--- config.mk ---
export PLATFORM = sky130hd
export DESIGN_NAME = fixed_block_free_list_allocator_flat
export DESIGN_NICKNAME = d
export VERILOG_FILES = /design/src/rtl/alc_pkg.sv /design/src/rtl/alc_if.sv /design/src/rtl/fixed_block_free_list_allocator.sv /design/src/rtl/alc_ram.sv /design/src/rtl/alc_cfg.sv /design/src/rtl/alc_front.sv /design/src/rtl/alc_fifo.sv /design/src/rtl/alc_back.sv /design/src/flat_wrapper.sv
export VERILOG_INCLUDE_DIRS = /design/src /design/src/rtl
export SDC_FILE = /design/constraint.sdc
export NUM_CORES = 2
export LEC_CHECK = 0
export BUFFER_PORTS_ARGS = -buffer_cell sky130_fd_sc_hd__buf_4
export CAP_MARGIN = 5
export CORE_UTILIZATION = 41
export DETAILED_ROUTE_END_ITERATION = 10
export PLACE_DENSITY_LB_ADDON = 0.25
export SLEW_MARGIN = 20
export SYNTH_ARGS = -nofsm -noshare
export SYNTH_HDL_FRONTEND = slang
export SYNTH_HIERARCHICAL = 1
export SYNTH_SLANG_ARGS = --single-unit
--- constraint.sdc ---
create_clock -name clk -period 6.4 [get_ports clk]
set_input_delay 0 -clock clk [delete_from_list [all_inputs] [get_ports clk]]
set_output_delay 0 -clock clk [all_outputs]
set_load 0.03 [all_outputs]
--- src/rtl/assert_macros.svh ---
// ----------------------------------------------------------------------------
// Assertion macros
// Shared concurrent assertion forms for the allocator RTL.
// ----------------------------------------------------------------------------
`ifndef ASSERT_MACROS_SVH
`define ASSERT_MACROS_SVH

// Check a property on every clock edge outside reset.
`define ASSERT_RST(label, prop) \
  label: assert property (@(posedge clk) disable iff (!rst_n) (prop)) \
    else $error("allocator assertion failed");

// Check that a condition is followed by a result on the next edge.
`define ASSERT_NEXT(label, cond, nxt) \
  label: assert property (@(posedge clk) disable iff (!rst_n) (cond) |=> (nxt)) \
    else $error("allocator sequence assertion failed");

`endif

--- src/rtl/alc_pkg.sv ---
// ----------------------------------------------------------------------------
// Allocator package
// Field widths, codes and shared types of the block allocator.
// ----------------------------------------------------------------------------
`default_nettype none

package alc_pkg;

  localparam int KIND_W         = 2;
  localparam int OFF_W          = 17;
  localparam int COUNT_W        = 9;
  localparam int WORDS_W        = 7;
  localparam int HEADER_BYTES   = 8;
  localparam int WORDS_MAX      = 64;
  localparam int MAX_BLOCKS_DEF = 256;
  localparam int WORD_BYTES_DEF = 8;
  localparam int QUEUE_DEPTH    = 2;
  localparam int APB_AW         = 3;
  localparam int APB_DW         = 32;

  typedef enum logic [KIND_W-1:0] {
    OP_INIT  = 2'd0,
    OP_ALLOC = 2'd1,
    OP_FREE  = 2'd2,
    OP_NOP   = 2'd3
  } op_t;

  typedef enum logic {
    REG_BLOCK_COUNT = 1'b0,
    REG_BLOCK_WORDS = 1'b1
  } reg_idx_t;

  typedef enum logic [2:0] {
    ST_IDLE,
    ST_GEOM,
    ST_POP,
    ST_AMUL,
    ST_DIV,
    ST_FCHK,
    ST_DONE
  } back_state_t;

  typedef struct packed {
    op_t              op;
    logic             short_off;
    logic [OFF_W-1:0] rel_off;
  } req_t;

  typedef struct packed {
    logic [COUNT_W-1:0] block_count;
    logic [WORDS_W-1:0] block_words;
  } cfg_t;

endpackage

`default_nettype wire

--- src/rtl/alc_if.sv ---
// ----------------------------------------------------------------------------
// Allocator channels
// Request and result channels with valid/ready handshake.
// ----------------------------------------------------------------------------
`default_nettype none

interface alc_in_if import alc_pkg::*; ();
  logic              valid;
  logic              ready;
  logic [KIND_W-1:0] kind;
  logic [OFF_W-1:0]  free_offset;

  modport source (output valid, output kind, output free_offset, input ready);
  modport sink (input valid, input kind, input free_offset, output ready);
endinterface

interface alc_out_if import alc_pkg::*; ();
  logic               valid;
  logic               ready;
  logic               ok;
  logic [OFF_W-1:0]   block_offset;
  logic [COUNT_W-1:0] free_count;

  modport source (output valid, output ok, output block_offset, output free_count,
                  input ready);
  modport sink (input valid, input ok, input block_offset, input free_count,
                output ready);
endinterface

`default_nettype wire

--- src/rtl/fixed_block_free_list_allocator.sv ---
// ----------------------------------------------------------------------------
// Fixed block free list allocator
// Requests arrive on in_ch (kind: init, allocate, free, nop; free_offset for free).
// One result per request leaves on out_ch: ok, block_offset, free_count.
// Geometry is set over the APB port (block_count, block_words) and latched
// by an init request; write it only while no request is in flight.
// A request sits in a two-entry queue, then the engine executes it:
//   init computes the pool limit; allocate pops a freed block (one link RAM
//   read) or takes an untouched block, then forms the offset; free runs the
//   shift-subtract divider (one quotient bit per cycle, also for a misaligned
//   offset), then checks the remainder; other rejected requests go to DONE.
// The engine is the rate limiter; the queue keeps accepting while it works.
// The engine takes the next request only after the last result is loaded
// into the result register.
// The result register holds while out_ch.ready is low; the engine finishes
// the next request and waits, and the queue fills, then in_ch.ready drops.
// After reset the pool is empty: allocate fails and every free is rejected
// until the first init. The link RAM is not cleared.
// ----------------------------------------------------------------------------
`default_nettype none

module fixed_block_free_list_allocator import alc_pkg::*; #(
  parameter int MAX_BLOCKS = MAX_BLOCKS_DEF,
  parameter int WORD_BYTES = WORD_BYTES_DEF
) (
  input  wire logic              clk,
  input  wire logic              rst_n,
  alc_in_if.sink                 in_ch,
  alc_out_if.source              out_ch,
  input  wire logic              psel,
  input  wire logic              penable,
  input  wire logic              pwrite,
  input  wire logic [APB_AW-1:0] paddr,
  input  wire logic [APB_DW-1:0] pwdata,
  output logic      [APB_DW-1:0] prdata,
  output logic                   pready
);

  cfg_t cfg;
  req_t q_din;
  req_t q_dout;
  logic q_push;
  logic q_full;
  logic q_pop;
  logic q_empty;

  alc_cfg #(
    .MAX_BLOCKS (MAX_BLOCKS)
  ) u_cfg (
    .clk     (clk),
    .rst_n   (rst_n),
    .psel    (psel),
    .penable (penable),
    .pwrite  (pwrite),
    .paddr   (paddr),
    .pwdata  (pwdata),
    .prdata  (prdata),
    .pready  (pready),
    .cfg     (cfg)
  );

  alc_front u_front (
    .in_ch  (in_ch),
    .q_full (q_full),
    .q_push (q_push),
    .q_din  (q_din)
  );

  alc_fifo u_fifo (
    .clk   (clk),
    .rst_n (rst_n),
    .push  (q_push),
    .din   (q_din),
    .full  (q_full),
    .pop   (q_pop),
    .dout  (q_dout),
    .empty (q_empty)
  );

  alc_back #(
    .MAX_BLOCKS (MAX_BLOCKS),
    .WORD_BYTES (WORD_BYTES)
  ) u_back (
    .clk     (clk),
    .rst_n   (rst_n),
    .cfg     (cfg),
    .head    (q_dout),
    .q_empty (q_empty),
    .q_pop   (q_pop),
    .out_ch  (out_ch)
  );

endmodule

`default_nettype wire

--- src/rtl/alc_ram.sv ---
// ----------------------------------------------------------------------------
// Generic RAM
// One write port, one read port with registered read data.
// ----------------------------------------------------------------------------
`default_nettype none

module alc_ram #(
  parameter int WIDTH = 8,
  parameter int DEPTH = 256
) (
  input  wire logic                     clk,
  input  wire logic                     we,
  input  wire logic [$clog2(DEPTH)-1:0] waddr,
  input  wire logic [WIDTH-1:0]         wdata,
  input  wire logic                     re,
  input  wire logic [$clog2(DEPTH)-1:0] raddr,
  output logic      [WIDTH-1:0]         rdata
);

  logic [WIDTH-1:0] mem_r [DEPTH];

  always_ff @(posedge clk) begin
    if (we) begin
      mem_r[waddr] <= wdata;
    end
    if (re) begin
      rdata <= mem_r[raddr];
    end
  end

endmodule

`default_nettype wire

--- src/rtl/alc_cfg.sv ---
// ----------------------------------------------------------------------------
// Allocator configuration registers
// APB-style register file holding the pool geometry for the next init.
// ----------------------------------------------------------------------------
`default_nettype none

module alc_cfg import alc_pkg::*; #(
  parameter int MAX_BLOCKS = MAX_BLOCKS_DEF
) (
  input  wire logic              clk,
  input  wire logic              rst_n,
  input  wire logic              psel,
  input  wire logic              penable,
  input  wire logic              pwrite,
  input  wire logic [APB_AW-1:0] paddr,
  input  wire logic [APB_DW-1:0] pwdata,
  output logic      [APB_DW-1:0] prdata,
  output logic                   pready,
  output cfg_t                   cfg
);

  localparam logic [COUNT_W-1:0] COUNT_RST =
    COUNT_W'((MAX_BLOCKS < 256) ? MAX_BLOCKS : 256);

  logic [COUNT_W-1:0] count_r, count_nxt;
  logic [WORDS_W-1:0] words_r, words_nxt;
  reg_idx_t           idx;
  logic               wr_en;

  assign idx    = reg_idx_t'(paddr[2]);
  assign wr_en  = psel && penable && pwrite;
  assign pready = 1'b1;

  always_comb begin
    count_nxt = count_r;
    words_nxt = words_r;
    if (wr_en) begin
      unique case (idx)
        REG_BLOCK_COUNT: count_nxt = pwdata[COUNT_W-1:0];
        REG_BLOCK_WORDS: words_nxt = pwdata[WORDS_W-1:0];
        default:         count_nxt = count_r;
      endcase
    end
  end

  always_comb begin
    unique case (idx)
      REG_BLOCK_COUNT: prdata = APB_DW'(count_r);
      REG_BLOCK_WORDS: prdata = APB_DW'(words_r);
      default:         prdata = '0;
    endcase
  end

  always_ff @(posedge clk) begin
    if (!rst_n) begin
      count_r <= COUNT_RST;
      words_r <= WORDS_W'(1);
    end else begin
      count_r <= count_nxt;
      words_r <= words_nxt;
    end
  end

  assign cfg.block_count = count_r;
  assign cfg.block_words = words_r;

endmodule

`default_nettype wire

--- src/rtl/alc_front.sv ---
// ----------------------------------------------------------------------------
// Allocator front end
// Accept requests, decode the kind and pre-compute the block distance.
// ----------------------------------------------------------------------------
`default_nettype none

module alc_front import alc_pkg::*; (
  alc_in_if.sink     in_ch,
  input  wire logic  q_full,
  output logic       q_push,
  output req_t       q_din
);

  assign in_ch.ready = !q_full;
  assign q_push      = in_ch.valid && !q_full;

  always_comb begin
    q_din.op        = op_t'(in_ch.kind);
    q_din.short_off = in_ch.free_offset < OFF_W'(HEADER_BYTES);
    q_din.rel_off   = in_ch.free_offset - OFF_W'(HEADER_BYTES);
  end

endmodule

`default_nettype wire

--- src/rtl/alc_fifo.sv ---
// ----------------------------------------------------------------------------
// Allocator request queue
// Short FIFO between the front end and the execution engine.
// ----------------------------------------------------------------------------
`default_nettype none

module alc_fifo import alc_pkg::*; (
  input  wire logic clk,
  input  wire logic rst_n,
  input  wire logic push,
  input  wire req_t din,
  output logic      full,
  input  wire logic pop,
  output req_t      dout,
  output logic      empty
);

  localparam int PTR_W = (QUEUE_DEPTH > 1) ? $clog2(QUEUE_DEPTH) : 1;
  localparam int CNT_W = $clog2(QUEUE_DEPTH + 1);

  req_t             mem_r [QUEUE_DEPTH];
  logic [PTR_W-1:0] wr_ptr_r, wr_ptr_nxt;
  logic [PTR_W-1:0] rd_ptr_r, rd_ptr_nxt;
  logic [CNT_W-1:0] cnt_r, cnt_nxt;
  logic             do_push, do_pop;

  assign full    = cnt_r == CNT_W'(QUEUE_DEPTH);
  assign empty   = cnt_r == '0;
  assign do_push = push && !full;
  assign do_pop  = pop && !empty;
  assign dout    = mem_r[rd_ptr_r];

  always_comb begin
    wr_ptr_nxt = wr_ptr_r;
    rd_ptr_nxt = rd_ptr_r;
    cnt_nxt    = cnt_r;
    if (do_push) begin
      wr_ptr_nxt = (wr_ptr_r == PTR_W'(QUEUE_DEPTH - 1)) ? '0 : wr_ptr_r + 1'b1;
    end
    if (do_pop) begin
      rd_ptr_nxt = (rd_ptr_r == PTR_W'(QUEUE_DEPTH - 1)) ? '0 : rd_ptr_r + 1'b1;
    end
    if (do_push && !do_pop) begin
      cnt_nxt = cnt_r + 1'b1;
    end else if (do_pop && !do_push) begin
      cnt_nxt = cnt_r - 1'b1;
    end
  end

  always_ff @(posedge clk) begin
    if (!rst_n) begin
      wr_ptr_r <= '0;
      rd_ptr_r <= '0;
      cnt_r    <= '0;
    end else begin
      wr_ptr_r <= wr_ptr_nxt;
      rd_ptr_r <= rd_ptr_nxt;
      cnt_r    <= cnt_nxt;
    end
  end

  always_ff @(posedge clk) begin
    if (do_push) begin
      mem_r[wr_ptr_r] <= din;
    end
  end

endmodule

`default_nettype wire

--- src/rtl/alc_back.sv ---
// ----------------------------------------------------------------------------
// Allocator execution engine
// Run init, allocate and free against the free list and drive results.
// ----------------------------------------------------------------------------
`default_nettype none
`include "assert_macros.svh"

module alc_back import alc_pkg::*; #(
  parameter int MAX_BLOCKS = MAX_BLOCKS_DEF,
  parameter int WORD_BYTES = WORD_BYTES_DEF
) (
  input  wire logic clk,
  input  wire logic rst_n,
  input  wire cfg_t cfg,
  input  wire req_t head,
  input  wire logic q_empty,
  output logic      q_pop,
  alc_out_if.source out_ch
);

  localparam int IDX_W   = (MAX_BLOCKS > 1) ? $clog2(MAX_BLOCKS) : 1;
  localparam int HEAD_W  = $clog2(MAX_BLOCKS + 1);
  localparam int BYTES_W = $clog2(WORDS_MAX * WORD_BYTES + 1);
  localparam int LIM_W   = HEAD_W + BYTES_W;
  localparam int REM_W   = IDX_W + BYTES_W + 1;
  localparam int STEP_W  = $clog2(IDX_W + 1);
  localparam int PROD_W  = IDX_W + BYTES_W + 1;
  localparam int OFFC_W  = (PROD_W > OFF_W) ? PROD_W : OFF_W;
  localparam int CMP_W   = (LIM_W > OFF_W) ? LIM_W : OFF_W;

  back_state_t        state_r, state_nxt;
  logic [HEAD_W-1:0]  stack_head_r, stack_head_nxt;
  logic [HEAD_W-1:0]  untouched_r, untouched_nxt;
  logic [HEAD_W-1:0]  free_total_r, free_total_nxt;
  logic [HEAD_W-1:0]  pool_blocks_r, pool_blocks_nxt;
  logic [BYTES_W-1:0] bytes_r, bytes_nxt;
  logic [LIM_W-1:0]   limit_r, limit_nxt;
  logic [IDX_W-1:0]   idx_r, idx_nxt;
  logic [REM_W-1:0]   rem_r, rem_nxt;
  logic [REM_W-1:0]   dsr_r, dsr_nxt;
  logic [IDX_W-1:0]   q_r, q_nxt;
  logic [STEP_W-1:0]  step_r, step_nxt;
  logic               res_ok_r, res_ok_nxt;
  logic [OFF_W-1:0]   res_off_r, res_off_nxt;
  logic               out_valid_r, out_valid_nxt;
  logic               out_ok_r, out_ok_nxt;
  logic [OFF_W-1:0]   out_off_r, out_off_nxt;
  logic [COUNT_W-1:0] out_count_r, out_count_nxt;

  logic [COUNT_W-1:0] n_clamp;
  logic [WORDS_W-1:0] w_clamp;
  logic [OFFC_W-1:0]  off_full;
  logic               can_alloc;
  logic               from_list;
  logic               from_pool;
  logic               free_in_range;
  logic               div_ge;
  logic               out_load;

  logic               ram_we, ram_re;
  logic [IDX_W-1:0]   ram_waddr, ram_raddr;
  logic [HEAD_W-1:0]  ram_wdata, ram_rdata;

  alc_ram #(
    .WIDTH (HEAD_W),
    .DEPTH (MAX_BLOCKS)
  ) u_link_ram (
    .clk   (clk),
    .we    (ram_we),
    .waddr (ram_waddr),
    .wdata (ram_wdata),
    .re    (ram_re),
    .raddr (ram_raddr),
    .rdata (ram_rdata)
  );

  always_comb begin
    if (cfg.block_count == '0) begin
      n_clamp = COUNT_W'(1);
    end else if (int'(cfg.block_count) > MAX_BLOCKS) begin
      n_clamp = COUNT_W'(MAX_BLOCKS);
    end else begin
      n_clamp = cfg.block_count;
    end
    if (cfg.block_words == '0) begin
      w_clamp = WORDS_W'(1);
    end else if (int'(cfg.block_words) > WORDS_MAX) begin
      w_clamp = WORDS_W'(WORDS_MAX);
    end else begin
      w_clamp = cfg.block_words;
    end
  end

  assign can_alloc     = free_total_r != '0;
  assign from_list     = can_alloc && (stack_head_r != '0);
  assign from_pool     = can_alloc && (stack_head_r == '0) && (untouched_r < pool_blocks_r);
  assign free_in_range = !head.short_off && (CMP_W'(head.rel_off) < CMP_W'(limit_r));
  assign div_ge        = rem_r >= dsr_r;
  assign out_load      = (state_r == ST_DONE) && (!out_valid_r || out_ch.ready);
  assign off_full      = OFFC_W'(idx_r) * OFFC_W'(bytes_r) + OFFC_W'(HEADER_BYTES);

  // next state
  always_comb begin
    state_nxt = state_r;
    unique case (state_r)
      ST_IDLE: begin
        if (!q_empty) begin
          unique case (head.op)
            OP_INIT:  state_nxt = ST_GEOM;
            OP_ALLOC: begin
              if (from_list) begin
                state_nxt = ST_POP;
              end else if (from_pool) begin
                state_nxt = ST_AMUL;
              end else begin
                state_nxt = ST_DONE;
              end
            end
            OP_FREE:  state_nxt = free_in_range ? ST_DIV : ST_DONE;
            OP_NOP:   state_nxt = ST_DONE;
            default:  state_nxt = ST_DONE;
          endcase
        end
      end
      ST_GEOM: state_nxt = ST_DONE;
      ST_POP:  state_nxt = ST_AMUL;
      ST_AMUL: state_nxt = ST_DONE;
      ST_DIV:  state_nxt = (step_r == STEP_W'(IDX_W - 1)) ? ST_FCHK : ST_DIV;
      ST_FCHK: state_nxt = ST_DONE;
      ST_DONE: state_nxt = out_load ? ST_IDLE : ST_DONE;
      default: state_nxt = ST_IDLE;
    endcase
  end

  // datapath and outputs
  always_comb begin
    stack_head_nxt  = stack_head_r;
    untouched_nxt   = untouched_r;
    free_total_nxt  = free_total_r;
    pool_blocks_nxt = pool_blocks_r;
    bytes_nxt       = bytes_r;
    limit_nxt       = limit_r;
    idx_nxt         = idx_r;
    rem_nxt         = rem_r;
    dsr_nxt         = dsr_r;
    q_nxt           = q_r;
    step_nxt        = step_r;
    res_ok_nxt      = res_ok_r;
    res_off_nxt     = res_off_r;
    q_pop           = 1'b0;
    ram_we          = 1'b0;
    ram_waddr       = q_r;
    ram_wdata       = stack_head_r;
    ram_re          = 1'b0;
    ram_raddr       = IDX_W'(stack_head_r - 1'b1);

    unique case (state_r)
      ST_IDLE: begin
        if (!q_empty) begin
          q_pop       = 1'b1;
          res_ok_nxt  = 1'b0;
          res_off_nxt = '0;
          unique case (head.op)
            OP_INIT: begin
              pool_blocks_nxt = HEAD_W'(n_clamp);
              bytes_nxt       = BYTES_W'(int'(w_clamp) * WORD_BYTES);
              stack_head_nxt  = '0;
              untouched_nxt   = '0;
              free_total_nxt  = HEAD_W'(n_clamp);
              res_ok_nxt      = 1'b1;
            end
            OP_ALLOC: begin
              if (from_list) begin
                ram_re  = 1'b1;
                idx_nxt = IDX_W'(stack_head_r - 1'b1);
              end else if (from_pool) begin
                idx_nxt        = IDX_W'(untouched_r);
                untouched_nxt  = untouched_r + 1'b1;
                free_total_nxt = free_total_r - 1'b1;
              end
            end
            OP_FREE: begin
              rem_nxt  = REM_W'(head.rel_off);
              dsr_nxt  = REM_W'(bytes_r) << (IDX_W - 1);
              q_nxt    = '0;
              step_nxt = '0;
            end
            OP_NOP:  res_ok_nxt = 1'b0;
            default: res_ok_nxt = 1'b0;
          endcase
        end
      end
      ST_GEOM: limit_nxt = LIM_W'(pool_blocks_r) * LIM_W'(bytes_r);
      ST_POP: begin
        stack_head_nxt = ram_rdata;
        free_total_nxt = free_total_r - 1'b1;
      end
      ST_AMUL: begin
        res_ok_nxt  = 1'b1;
        res_off_nxt = off_full[OFF_W-1:0];
      end
      ST_DIV: begin
        if (div_ge) begin
          rem_nxt = rem_r - dsr_r;
        end
        q_nxt    = IDX_W'({q_r, div_ge});
        dsr_nxt  = dsr_r >> 1;
        step_nxt = step_r + 1'b1;
      end
      ST_FCHK: begin
        if (rem_r == '0) begin
          ram_we         = 1'b1;
          stack_head_nxt = HEAD_W'(q_r) + 1'b1;
          if (free_total_r < pool_blocks_r) begin
            free_total_nxt = free_total_r + 1'b1;
          end
          res_ok_nxt = 1'b1;
        end
      end
      ST_DONE: res_ok_nxt = res_ok_r;
      default: res_ok_nxt = res_ok_r;
    endcase
  end

  always_comb begin
    out_valid_nxt = out_valid_r;
    out_ok_nxt    = out_ok_r;
    out_off_nxt   = out_off_r;
    out_count_nxt = out_count_r;
    if (out_load) begin
      out_valid_nxt = 1'b1;
      out_ok_nxt    = res_ok_r;
      out_off_nxt   = res_off_r;
      out_count_nxt = COUNT_W'(free_total_r);
    end else if (out_ch.ready) begin
      out_valid_nxt = 1'b0;
    end
  end

  always_ff @(posedge clk) begin
    if (!rst_n) begin
      state_r       <= ST_IDLE;
      stack_head_r  <= '0;
      untouched_r   <= '0;
      free_total_r  <= '0;
      pool_blocks_r <= '0;
      bytes_r       <= BYTES_W'(WORD_BYTES);
      limit_r       <= '0;
      out_valid_r   <= 1'b0;
    end else begin
      state_r       <= state_nxt;
      stack_head_r  <= stack_head_nxt;
      untouched_r   <= untouched_nxt;
      free_total_r  <= free_total_nxt;
      pool_blocks_r <= pool_blocks_nxt;
      bytes_r       <= bytes_nxt;
      limit_r       <= limit_nxt;
      out_valid_r   <= out_valid_nxt;
    end
  end

  always_ff @(posedge clk) begin
    idx_r       <= idx_nxt;
    rem_r       <= rem_nxt;
    dsr_r       <= dsr_nxt;
    q_r         <= q_nxt;
    step_r      <= step_nxt;
    res_ok_r    <= res_ok_nxt;
    res_off_r   <= res_off_nxt;
    out_ok_r    <= out_ok_nxt;
    out_off_r   <= out_off_nxt;
    out_count_r <= out_count_nxt;
  end

  assign out_ch.valid        = out_valid_r;
  assign out_ch.ok           = out_ok_r;
  assign out_ch.block_offset = out_off_r;
  assign out_ch.free_count   = out_count_r;

  `ASSERT_RST(a_total_bound, free_total_r <= pool_blocks_r)
  `ASSERT_RST(a_head_bound, stack_head_r <= pool_blocks_r)
  `ASSERT_RST(a_untouched_bound, untouched_r <= pool_blocks_r)
  `ASSERT_NEXT(a_push_sets_head, state_r == ST_FCHK && rem_r == '0, stack_head_r != '0)

endmodule

`default_nettype wire

--- src/flat_wrapper.sv ---
// flat-port wrapper written by rule: the top's interface ports become plain ports
module fixed_block_free_list_allocator_flat import alc_pkg::*;
#(
  parameter int MAX_BLOCKS = MAX_BLOCKS_DEF,
  parameter int WORD_BYTES = WORD_BYTES_DEF
)
  (clk, rst_n, psel, penable, pwrite, paddr, pwdata, prdata, pready, in_ch_valid, in_ch_kind, in_ch_free_offset, in_ch_ready, out_ch_valid, out_ch_ok, out_ch_block_offset, out_ch_free_count, out_ch_ready);
  alc_in_if in_ch_i ();
  alc_out_if out_ch_i ();
  input  wire logic clk;
  input  wire logic rst_n;
  input  wire logic psel;
  input  wire logic penable;
  input  wire logic pwrite;
  input  wire logic [APB_AW-1:0] paddr;
  input  wire logic [APB_DW-1:0] pwdata;
  output logic      [APB_DW-1:0] prdata;
  output logic pready;
  input wire logic [$bits(in_ch_i.valid)-1:0] in_ch_valid;
  input wire logic [$bits(in_ch_i.kind)-1:0] in_ch_kind;
  input wire logic [$bits(in_ch_i.free_offset)-1:0] in_ch_free_offset;
  output wire logic [$bits(in_ch_i.ready)-1:0] in_ch_ready;
  output wire logic [$bits(out_ch_i.valid)-1:0] out_ch_valid;
  output wire logic [$bits(out_ch_i.ok)-1:0] out_ch_ok;
  output wire logic [$bits(out_ch_i.block_offset)-1:0] out_ch_block_offset;
  output wire logic [$bits(out_ch_i.free_count)-1:0] out_ch_free_count;
  input wire logic [$bits(out_ch_i.ready)-1:0] out_ch_ready;
  assign in_ch_i.valid = in_ch_valid;
  assign in_ch_i.kind = in_ch_kind;
  assign in_ch_i.free_offset = in_ch_free_offset;
  assign in_ch_ready = in_ch_i.ready;
  assign out_ch_valid = out_ch_i.valid;
  assign out_ch_ok = out_ch_i.ok;
  assign out_ch_block_offset = out_ch_i.block_offset;
  assign out_ch_free_count = out_ch_i.free_count;
  assign out_ch_i.ready = out_ch_ready;
  fixed_block_free_list_allocator #(.MAX_BLOCKS(MAX_BLOCKS), .WORD_BYTES(WORD_BYTES)) u_core (.clk(clk), .rst_n(rst_n), .in_ch(in_ch_i), .out_ch(out_ch_i), .psel(psel), .penable(penable), .pwrite(pwrite), .paddr(paddr), .pwdata(pwdata), .prdata(prdata), .pready(pready));
endmodule
==> flow_summary.toml <==
[clocking]
htree_levels = 5
tritoncts = "built"
cts.sinks = 2532
clk_path_buf_depth = 4
hold_buffers = 89
numCtsBuffers = 279
post_cts_resized = 0
postCtsSetupBuffers = 0
root_buffer = "clkbuf_16"
clock_latency_ps = 950
clkTransAtPathRegs_ps = 60

[worst_setup_path]
crit_family = "adder cells"
path_max_fanout = 7
reg2reg_to = "u_core/u_back/res_off_r[16]"
worstSetupStartpointType = "register"
r2r-start = "u_core/u_back/idx_r[3]"
crit_type = "register to register"
reg2reg_setup_slack_ps = 860
crit_chain = "and2_1 > fa_1 > inv_1 > fa_1 > inv_1 > fa_1 > inv_1 > fa_1 > inv_1 > ha_1 > nor2_1 > o21ai_0 > a41o_1 > a211oi_2 > or3_4 > or4_1 > a21oi_1"
r2r_cells = 17
crit_path_end_kind = "register"
slowest_stage = "fa_1"
crit_buf_inv = 4
crit_arrival_ps = 6280
worstPathRequired_ps = 7140
cp_slowest_stage_delay_ps = 540

[sta]
fin_crit_ps = 5540
tightest_slew_ps = 1200
rsz0062_at_grt = "no"
finalHoldViolCount = 0
skew_ps = 67.6
setup_viol_count_final = 0
totalNegativeSetupSlack_ps = 0
min_period_over_period_pct = 86.5
fmax_mhz = 181
slew_headroom_pct = 20.2
final-max-slew-violation-count = 0

[hold_path]
min-delay-start = "in_ch_free_offset[8]"
hold_end = "u_core/u_fifo/mem_r[1][9]"
min_path_cells = 4
worstHoldPathType = "input pin to register"

[floorplanning]
initial_core_util_pct = 41.3
rows = 185
die-area_um2 = 258000
core-area_um2 = 254000
die_h_um = 508
die_x_um = 508
ioPinCount = 123

[drt]
drt-initial-drc-count = 5890
drcViolationCount = 0
drtPass1Iterations = 5
vias = 56123
wl_per_cell_um = 27.4
drt_wl_total_um = 266000
ant_nets = 0
vias_per_cell = 5.79

[cells_and_area]
layout.area.seq_um2 = 75200
final_cells = 9692
nets = 6374
drive_gt1_share_pct = 18.6
multiInputGateArea_um2 = 27400
fill_cells = 21311
synthToLayoutAreaGrowth_pct = 13.1

[global_routing]
grt-ovfl-total = 0
grt_pass1_vias = 55701
grt_pass1_wl_um = 385000
grt_use_total_pct = 20.4
antenna_found_initial = 6
grt_start_max_net_pins = 214

[power]
combinationalPowerShare_pct = 41.2
netSwitchingPower_mw = 24.4
max-vdd-ir-drop_mv = 0.503
pwr-share-seq_pct = 34.4
p_leak_nw = 39.9
power_density_nw_per_um2 = 527
p_clk_share_pct = 24.3
p_int_mw = 38.2
swShare_pct = 38.9

[synth]
synth-edff-count = 2448
synthFlopType = "edfxtp_1"
syn_inst = 5871
ys_warn_count = 6
synth_area_um2 = 105000
ys_seq_elements = 2532
postSynthAreaPerCell_um2 = 17.9
netlist-cell-type-count = 99
async_reset_ff_share_pct = 0
seq_area_frac_synth_pct = 71.6

[status]
run_status = "completed"

[placement]
place.gp.congestion = 0.853
portBuffers = 70
dp_hpwl_um = 164000
place_inst = 9124

[flow_run]
drv_cap = 0
==> synthesized netlist by cell type, types with 8 or more instances <==
| cell | n | area share (%) |
|---|---|---|
| a211oi_1 | 49 | 0.35 |
| a21o_1 | 19 | 0.14 |
| a21oi_1 | 174 | 0.83 |
| a221oi_1 | 13 | 0.11 |
| a22o_1 | 8 | 0.067 |
| a22oi_1 | 185 | 1.3 |
| a31oi_1 | 19 | 0.11 |
| and2_1 | 82 | 0.49 |
| and3_1 | 23 | 0.14 |
| buf_1 | 14 | 0.050 |
| buf_2 | 60 | 0.29 |
| buf_4 | 60 | 0.43 |
| buf_6 | 28 | 0.30 |
| buf_8 | 12 | 0.17 |
| clkbuf_1 | 178 | 0.64 |
| dfxtp_1 | 84 | 1.6 |
| edfxtp_1 | 2448 | 70 |
| fa_1 | 63 | 1.2 |
| ha_1 | 120 | 1.4 |
| inv_1 | 142 | 0.51 |
| mux2_2 | 53 | 0.57 |
| mux2i_1 | 198 | 1.9 |
| mux4_1 | 9 | 0.23 |
| mux4_2 | 469 | 10 |
| nand2_1 | 234 | 0.84 |
| nand2b_1 | 25 | 0.15 |
| nand3_1 | 66 | 0.31 |
| nand3b_1 | 11 | 0.079 |
| nand4_1 | 28 | 0.17 |
| nor2_1 | 398 | 1.4 |
| nor2b_1 | 51 | 0.30 |
| nor3_1 | 55 | 0.26 |
| nor3b_1 | 8 | 0.057 |
| nor4_1 | 39 | 0.23 |
| o211ai_1 | 8 | 0.057 |
| o21ai_0 | 90 | 0.43 |
| o221ai_1 | 37 | 0.31 |
| o22ai_1 | 70 | 0.42 |
| o31a_1 | 9 | 0.075 |
| o31ai_1 | 13 | 0.093 |
| or2_2 | 10 | 0.060 |
| or3_1 | 9 | 0.054 |
| xnor2_1 | 38 | 0.32 |
| xor2_1 | 34 | 0.28 |
==> cell usage in the layout (no fill, tap or decap), types with 35 or more instances in the layout <==
| cell type | n |
|---|---|
| edfxtp_1 | 2448 |
| nor3_1 | 54 |
| o21ai_0 | 90 |
| nor2b_1 | 47 |
| nand3_1 | 65 |
| o221ai_1 | 37 |
| mux4_2 | 469 |
| clkinv_2 | 39 |
| a211oi_1 | 49 |
| nand2_1 | 234 |
| nor4_1 | 39 |
| mux2_2 | 53 |
| clkbuf_16 | 286 |
| fa_1 | 63 |
| xnor2_1 | 35 |
| ha_1 | 120 |
| and2_1 | 80 |
| clkinv_1 | 54 |
| a22oi_1 | 185 |
| o22ai_1 | 70 |
| dfxtp_1 | 75 |
| nor2_1 | 386 |
| buf_4 | 199 |
| a21oi_1 | 173 |
| clkbuf_1 | 65 |
| dlygate4sd3_1 | 89 |
| inv_1 | 140 |
| mux2i_1 | 198 |
==> how the worst max path moves through the flow <==
| stage | start | to | depth (start not counted) |
|---|---|---|---|
| floorplan | u_core/u_back/ram_wdata[3] | u_core/u_back/u_link_ram/rdata[6] | 11 |
| global placement | u_core/u_back/idx_r[3] | u_core/u_back/res_off_r[16] | 17 |
| detailed placement | u_core/u_back/idx_r[3] | u_core/u_back/res_off_r[16] | 17 |
| CTS | u_core/u_back/idx_r[3] | u_core/u_back/res_off_r[16] | 17 |
| global route | u_core/u_back/idx_r[3] | u_core/u_back/res_off_r[16] | 17 |
| finish | u_core/u_back/idx_r[3] | u_core/u_back/res_off_r[16] | 17 |
==> metrics by stage <==
step | worst slack, ps | hold slack (ps) | util, % | area [um^2] | total power, mW
after floorplan | 130 | 118 | - | 105000 | 36.8
after global placement | 835 | 190 | 43.0 | 109000 | 47.2
after detailed placement | 864 | 192 | 43.0 | 109000 | 47.4
after CTS | 844 | 31.7 | 46.7 | 119000 | 62.7
after global routing | 603 | 117 | 46.7 | 119000 | 64.7
final | 863 | 112 | 46.7 | 119000 | 62.6
==> worst register-to-register path: stages, from the launching register on <==
cell,delay (ps)
edfxtp_1,470
and2_1,220
fa_1,540
inv_1,50
fa_1,480
inv_1,60
fa_1,520
inv_1,50
fa_1,530
inv_1,40
ha_1,370
nor2_1,80
o21ai_0,500
a41o_1,270
a211oi_2,100
or3_4,420
or4_1,500
a21oi_1,180
==> power by group through the flow <==
| stage | registers (mW) | logic (mW) | clock network [mW] |
|---|---|---|---|
| after floorplan | 22.7 | 14.1 | 0 |
| after global placement | 21.9 | 25.3 | 0 |
| after detailed placement | 21.9 | 25.5 | 0 |
| after CTS | 21.6 | 25.6 | 15.6 |
| after global routing | 21.6 | 26.9 | 16.2 |
| final | 21.6 | 25.8 | 15.2 |
==> final cells by class <==
cell class / instances / share of cell area, %
Multi-Input combinational cell: 2860 / 23.1
Clock buffer: 353 / 6.25
Timing Repair Buffer: 311 / 2.37
Antenna cell: 1 / 0.00211
Sequential cell: 2532 / 63.3
Tap cell: 3366 / 3.55
Inverter: 146 / 0.474
Clock inverter: 123 / 0.920
==> logic make-up after synthesis <==
logic type	Yosys count	synth area share, %
muxes	729	12.7
and+or+nand+nor	1082	4.96
adders and majority gates	183	2.63
xor gates and xnor gates	72	0.601
other	3	0.0107
AOI/OAI and AO/OA	767	4.95
buffers and inverters	503	2.49
DFF	2532	71.6
==> state kept, by name, indices dropped and copies added (netlist names), 7 cells and up, named ones only <==
register,flops
u_core/u_back/free_total_r,9
u_core/u_back/rem_r,19
u_core/u_back/u_link_ram/mem_r,2304
u_core/u_cfg/words_r,7
u_core/u_cfg/count_r,9
u_core/u_fifo/mem_r,40
u_core/u_back/dsr_r,17
u_core/u_back/res_off_r,14
u_core/u_back/ram_wdata,9
u_core/u_back/out_ch.free_count,9
u_core/u_back/idx_r,8
u_core/u_back/q_r,8
u_core/u_back/out_ch.block_offset,14
u_core/u_back/limit_r,16
u_core/u_back/pool_blocks_r,9
u_core/u_back/untouched_r,9
u_core/u_back/u_link_ram/rdata,9
u_core/u_back/bytes_r,7
==> layer usage <==
layer	global-route usage (%)	routed length (um)	up-vias
met1	28.7	112000	29689
met3	3.76	19700	387
met5	0	0	-
li1	-	-	23986
met4	6.66	8060	0
met2	32.2	126000	2061
Note: power is estimated with default switching activity, not from simulation.
